<file path="src/rtl/core/bplg_pkg.sv">
`default_nettype none
package bplg_pkg;

  localparam int unsigned TableEntries   = 1024;
  localparam int unsigned HistoryEntries = 4096;
  localparam int unsigned HistoryBits    = 10;
  localparam int unsigned CtrW           = 10;
  localparam int unsigned AddrW          = 32;

  // register indexes on the config port
  localparam logic [1:0] RegPlacement = 2'd0;
  localparam logic [1:0] RegCtrBits   = 2'd1;
  localparam logic [1:0] RegMask      = 2'd2;

  // placement modes
  localparam logic [1:0] ModeLru  = 2'd0;
  localparam logic [1:0] ModeFifo = 2'd1;

  typedef struct packed {
    logic [AddrW-1:0] branch_address;
    logic             taken;
  } item_t;

  typedef struct packed {
    logic local_prediction;
    logic local_correct;
    logic local_tag_hit;
    logic share_prediction;
    logic share_correct;
  } result_t;

  typedef struct packed {
    logic [AddrW-1:0] tag;
    logic             valid;
    logic [CtrW-1:0]  ctr;
  } entry_t;

  // update control broadcast to every cell of the chain
  typedef struct packed {
    logic             upd;
    logic             lru;
    logic             fifo;
    logic             dm;
    logic             none;
    logic [AddrW-1:0] addr;
    logic [CtrW-1:0]  cn;
  } cell_ctl_t;

  // saturate, predict, update: returns {prediction, next counter}
  function automatic logic [CtrW:0] use_ctr(input logic [CtrW-1:0] ctr,
                                            input logic [3:0] bits,
                                            input logic taken);
    logic [3:0]      w;
    logic [CtrW-1:0] mx;
    logic [CtrW-1:0] c;
    logic            pred;
    w = bits;
    if (w < 4'd2) w = 4'd2;
    if (w > 4'd10) w = 4'd10;
    mx = CtrW'((11'd1 << w) - 11'd1);
    c = (ctr > mx) ? mx : ctr;
    pred = (c > (mx >> 1));
    if (taken) begin
      if (c < mx) c = c + 1'b1;
    end else begin
      if (c != '0) c = c - 1'b1;
    end
    return {pred, c};
  endfunction

endpackage
`default_nettype wire

</file>
<file path="src/rtl/core/bplg_cell.sv">
`default_nettype none
module bplg_cell #(
  parameter int unsigned Idx = 0,
  parameter int unsigned IdxW = 10
) (
  input  wire logic                  clk_i,
  input  wire logic                  rst_ni,
  input  wire bplg_pkg::cell_ctl_t   ctl_i,
  input  wire logic [IdxW-1:0]       ptr_i,
  input  wire bplg_pkg::entry_t      prev_i,
  input  wire logic                  before_i,
  output bplg_pkg::entry_t           entry_o,
  output logic                       before_o,
  output logic                       hit_o,
  output logic [bplg_pkg::CtrW-1:0]  ctr_o
);
  import bplg_pkg::*;

  entry_t entry_q, entry_d;
  logic stop, first, dmsel, tag_eq, tgt, shift;

  assign tag_eq   = (entry_q.tag == ctl_i.addr);
  assign stop     = !entry_q.valid || tag_eq;
  assign first    = stop && !before_i;
  assign before_o = before_i || stop;
  assign dmsel    = (ctl_i.addr[IdxW-1:0] == IdxW'(Idx));
  assign hit_o    = ctl_i.dm ? (dmsel && entry_q.valid && tag_eq) : (first && entry_q.valid);
  assign ctr_o    = hit_o ? entry_q.ctr : '0;
  assign entry_o  = entry_q;

  always_comb begin
    if (ctl_i.lru) tgt = (Idx == 0);
    else if (ctl_i.fifo) tgt = ctl_i.none ? (ptr_i == IdxW'(Idx)) : first;
    else tgt = dmsel;
  end

  // lru shifts every entry up to the first stop down by one
  assign shift = ctl_i.lru && (Idx != 0) && !before_i;

  always_comb begin
    entry_d = entry_q;
    if (ctl_i.upd) begin
      if (tgt) entry_d = '{tag: ctl_i.addr, valid: 1'b1, ctr: ctl_i.cn};
      else if (shift) entry_d = prev_i;
    end
  end

  always_ff @(posedge clk_i or negedge rst_ni) begin
    if (!rst_ni) begin
      entry_q <= '0;
    end else begin
      entry_q <= entry_d;
    end
  end
endmodule
`default_nettype wire

</file>
<file path="config.mk">
export PLATFORM = sky130hd
export DESIGN_NAME = bplg_cell
export DESIGN_NICKNAME = d
export VERILOG_FILES = /design/src/rtl/core/bplg_pkg.sv /design/src/rtl/core/bplg_cell.sv
export SDC_FILE = /design/constraint.sdc
export NUM_CORES = 1
export LEC_CHECK = 0
export ABC_AREA = 1
export BUFFER_PORTS_ARGS = -buffer_cell sky130_fd_sc_hd__buf_2
export CAP_MARGIN = 10
export CORE_MARGIN = 2
export CORE_UTILIZATION = 42
export DETAILED_ROUTE_END_ITERATION = 10
export PLACE_DENSITY = 0.82
export SYNTH_ARGS = -nofsm -noshare
export SYNTH_HDL_FRONTEND = slang
export SYNTH_SLANG_ARGS = --single-unit
</file>
<file path="constraint.sdc">
create_clock -name clk_i -period 2.1 [get_ports clk_i]
set_input_delay 0.105 -clock clk_i [delete_from_list [all_inputs] [get_ports clk_i]]
set_output_delay 0.105 -clock clk_i [all_outputs]
set_load 0.01 [all_outputs]
</file>
* Yosys cells after proc, flatten, opt, wreduce, memory -nomap -nowiden
Cells that the tools add are included.
** Word-level totals
- Bits in registers :: 43
- Bits of input ports :: 103
- Output and inout port bits :: 55
- Word-level logic and storage cells :: 20
** Cells by class
- Eq/ne operators :: 1
- Multiplexer cells :: 5
- Reduce and logical (&&, ||, !) cells :: 11
** Operators by type and width (count)
- == test 32 bit :: 1
- zero test 10 bit :: 2
- two-way mux 10 bit :: 1
- logical AND 1 bit :: 4
- two-way mux 1 bit :: 4
- zero test 1 bit :: 2
- logical OR 1 bit :: 2
- AND reduction 2 bit :: 1

* Longest topological paths before layout
- Depth in word-level cells :: 7
- Depth in mapped cells :: 17
- Gate-level depth less buffers :: 16

* Worst setup path before layout
OpenSTA, ideal clock, no wires.
- Path kind :: register -> register
- Start point :: reg entry_q, in the netlist entry_o[15]
- End point :: reg entry_q, in the netlist entry_o[21]
- Library setup time :: 0.117 ns
- Arrival :: 1.578 ns
- Data required time :: 1.983 ns
- Path slack :: 0.405 ns
- Stages on the path, launching flop included :: 16
- Path buffers :: 1
- Clock period less this slack :: 1.695 ns
- Cells stage by stage :: dfrtp_1 -> xnor2_1 -> nand2_1 -> nor2_1 -> nand2_1 -> nor2_1 -> nand2_1 -> nand2_1 -> nand3_1 -> nand2_1 -> nand2_1 -> nand2_4 -> nand2_4 -> buf_6 -> nand2_1 -> nand2_1
** Between the ends
- Cells in the longest elaborated chain, start to end :: 7
** RTL lines
- start, declared :: line bplg_cell.sv:19 : entry_t entry_q, entry_d;
- start signal, assigned :: line bplg_cell.sv:52 : entry_q <= entry_d;
- == test 32 bit :: line bplg_cell.sv:22 : assign tag_eq = (entry_q.tag == ctl_i.addr);
- logical OR 1 bit :: line bplg_cell.sv:23 : assign stop = !entry_q.valid || tag_eq;
- logical AND 1 bit :: line bplg_cell.sv:24 : assign first = stop && !before_i;
- two-way mux 1 bit (2 in a row) :: line bplg_cell.sv:33 : else if (ctl_i.fifo) tgt = ctl_i.none ? (ptr_i == IdxW'(Idx)) : first;
- two-way mux 1 bit :: line bplg_cell.sv:32 : if (ctl_i.lru) tgt = (Idx == 0);
- AND reduction 2 bit (no source line)
No other way between the ends.
A chain may end at the register's enable or synchronous reset.

* Worst setup path after layout
- Start point :: reg entry_q, in the netlist entry_o[36]
- End point :: out ctr_o[9] (netlist name)
** Between the ends
- Cells in the longest elaborated chain, start to end :: 6
- Elaborated cells between the ends (all ways) :: 7
- Classes of those cells :: eq/ne (1); mux (2); reduce/logical (4)
** RTL lines
- == test 32 bit (*) :: line bplg_cell.sv:22
- logical OR 1 bit :: line bplg_cell.sv:23
- logical AND 1 bit :: line bplg_cell.sv:24
- logical AND 1 bit :: line bplg_cell.sv:27 : assign hit_o = ctl_i.dm ? (dmsel && entry_q.valid && tag_eq) : (first && entry_q.valid);
- two-way mux 1 bit (*) :: line bplg_cell.sv:27
- two-way mux 10 bit (*) :: line bplg_cell.sv:28 : assign ctr_o = hit_o ? entry_q.ctr : '0;
- end, declared :: line bplg_cell.sv:15 : output logic [bplg_pkg::CtrW-1:0] ctr_o
Mark *: on every way between the ends. The rest lies on a longest branch, timed or not.

==> out/metrics.yaml <==
power_density_nw_per_um2: 645
leakage_uw: 0.00199
routed-via-count: 2536
hold_class: "input port to asynchronous set/reset pin"
drive_gt1_frac: 0.430
cp_cell_sequence: "xnor2_1 > nand2_1 > nor2_1 > nand2_1 > nor2_2 > nand2_2 > o31ai_4 > nand2_4 > nor2_1 > buf_2"
gr-total-overflow: 0
max-cap-violations: 0
grt.met2_usage: 0.338
fmax_ghz: 0.459
antenna_found_initial: 0
finalHoldViolCount: 43
first_global_vias: 2135
slew_headroom: 0.342
r2r-start: "entry_o[36]"
crit_fanout: 6
top_usage_layer: "met2"
fin_crit_sh: 1.04
antenna_left: 0
clk_pin_slew_worst_paths_ns: 0.08
fin_util: 0.659
worst_slew_pin_slew_ns: 0.987
cts-root-buf: "clkbuf_8"
grt_max_degree: 44
cts-buffers-inserted: 5
critPathArrivalTime_ns: 2.07
worst_path_largest_cell_delay_ns: 0.42
tritoncts: "yes"
netlist_area_sq_um: 2400
diodes: 0
syn_avg_cell_area_sq_um: 7.34
worst_ep_required_time_ns: 2.00
drtIter0Drc: 82
power.total_uw: 2340
end_kind: "primary output"
worstRegToRegCells: 15
fin_skew_ns: 0.0104
fillerInstances: 470
wl_per_cell_um: 13.5
routed_via_density: 4.83
tns_ns: -0.581
placed_area_sq_um: 2990
insertion_delay_ns: 0.29
worstSetupPathType: "flop to primary output"
post-route-cell-area_sq_um: 3630
cts_hold_buf: 0
layout.nets: 556
syn_inst: 327
num_rows: 27
synth_warnings: 0
numClockSinks: 43
ys_ff_latch: 43
outcome: "finished, violations left"
whs_ns: -0.0328
port_buffers: 114
start_util: 0.436
largest_register_ffs: 43
dp_hpwl_um: 4310
worst_slack_ns: -0.0779
drv_slew: 0
use_met3: 0.0396
cts-htree-levels: 2
fp.coreArea_sq_um: 5510
synthToLayoutAreaGrowth_pct: 51.1
worst_r2r_endpoint: "entry_o[12]"
route.detailed.drc: 0
rrSetupSlack_ns: -0.02
fp.dieArea_sq_um: 6340
final.min_clock_period_ns: 2.18
grt_pass1_wl_um: 9680
syn_nets: 430
ir_drop_mv: 0.369
die_y_um: 79.6
yosysUniqueCellTypes: 16
gp_congestion: 0.774
grt_util_met1: 0.242
ys_seq_area_frac: 0.448
ios: 158
cp-start-kind: "flop"
rsz0062_at_grt: "true"
setup-violations-final: 15
crit_slowest_cell: "dfrtp_1"
routed_wl_um: 7070
first_pass_iters: 4
die_w_um: 79.6
cts_buffer_depth: 2
violations: "hold timing, setup timing"
grt_usage: 0.193
-- cell families after synthesis --
family                 share of synthesized area
flip-flops                                 0.448
buffers and inverters                     0.0933
XOR/XNOR                                  0.0839
AND/OR/NAND/NOR                            0.365
AO/OA/AOI/OAI                            0.00990
-- stage by stage --
stage / instances / setup WS [ns] / hold slack (ns)
finish: 525 / -0.0779 / -0.0328
global placement: 503 / 0.0637 / 0.313
detailed placement: 503 / -0.0472 / 0.328
floorplan: 327 / 0.405 / -0.191
CTS: 511 / -0.0572 / 0.00207
global route: 525 / -0.212 / 0.0385
-- what timing repair did --
| item | in CTS | in global routing |
|---|---|---|
| gates resized for setup | 9 | 70 |
| endpoints found under the setup margin | 53 | 54 |
| pin swaps | 6 | 22 |
| cloned | 1 | 9 |
| setup buffers | 0 | 5 |
-- cell usage after synthesis --
library cell | instances | area share
nand2_4 | 2 | 0.0094
buf_4 | 4 | 0.013
nor4_1 | 4 | 0.010
inv_1 | 33 | 0.052
nor2_1 | 21 | 0.033
nand3_1 | 46 | 0.096
dfrtp_1 | 43 | 0.45
o31ai_1 | 1 | 0.0031
nor3_1 | 1 | 0.0021
a31o_2 | 1 | 0.0036
nand2_1 | 137 | 0.21
xnor2_1 | 23 | 0.084
o21bai_1 | 1 | 0.0031
clkbuf_1 | 4 | 0.0063
buf_6 | 4 | 0.019
buf_2 | 2 | 0.0042
-- worst max-delay path, delay by kind of cell, from the launching register on --
family | cells | cell delay (ns)
flops | 1 | 0.42
simple gates | 7 | 0.78
compound gates | 1 | 0.27
xor+xnor | 1 | 0.17
buf+inv | 1 | 0.14
-- power by group --
group,internal [uW],switching (uW),leakage (uW)
clock network,349,272,0.0000513
logic,313,366,0.00141
registers,929,110,0.000528
total,1590,748,0.00199
-- worst max-delay path by stage --
stage / from / endpoint / slack (ns) / depth (start not counted)
finish: entry_o[36] / ctr_o[9] / -0.08 / 10
global route: entry_o[36] / ctr_o[3] / -0.21 / 10
CTS: entry_o[39] / ctr_o[9] / -0.06 / 12
detailed placement: entry_o[30] / entry_o[7] / -0.05 / 16
global placement: entry_o[27] / entry_o[0] / 0.06 / 14
floorplan: entry_o[15] / entry_o[21] / 0.41 / 15
-- layout make-up --
cell class	instances	area, sq um	area share
flip-flops and latches	43	1080	0.297
well taps	72	90.1	0.0248
inverters	33	124	0.0341
clock inverters	1	30.0	0.00828
clock buffers	6	72.6	0.0200
multi-input cells	244	1450	0.399
repair buffers	126	788	0.217
-- placed cells by master (no fill, tap or decap) --
| cell type | count |
|---|---|
| clkbuf_8 | 5 |
| buf_2 | 113 |
| bufinv_16 | 1 |
| buf_12 | 6 |
| o31ai_4 | 1 |
| a31o_4 | 1 |
| nand3_1 | 36 |
| clkbuf_16 | 2 |
| nand2_2 | 32 |
| clkbuf_1 | 1 |
| buf_8 | 1 |
| xnor2_1 | 23 |
| nand3_2 | 10 |
| nor3_1 | 1 |
| nor2_2 | 3 |
| nand2_4 | 8 |
| nand2_8 | 7 |
| nand2_1 | 99 |
| buf_6 | 2 |
| nor4_1 | 4 |
| nor2_1 | 18 |
| inv_1 | 32 |
| dfrtp_1 | 43 |
| inv_2 | 1 |
| buf_4 | 2 |
| o21bai_1 | 1 |
-- metal layers --
| layer | vias up | routed length, um |
|---|---|---|
| met5 | - | 0 |
| met4 | 0 | 53 |
| met3 | 6 | 422 |
| met2 | 88 | 3640 |
| met1 | 1178 | 2950 |
| li1 | 1264 | - |
Power figures use the tool's default switching activity.
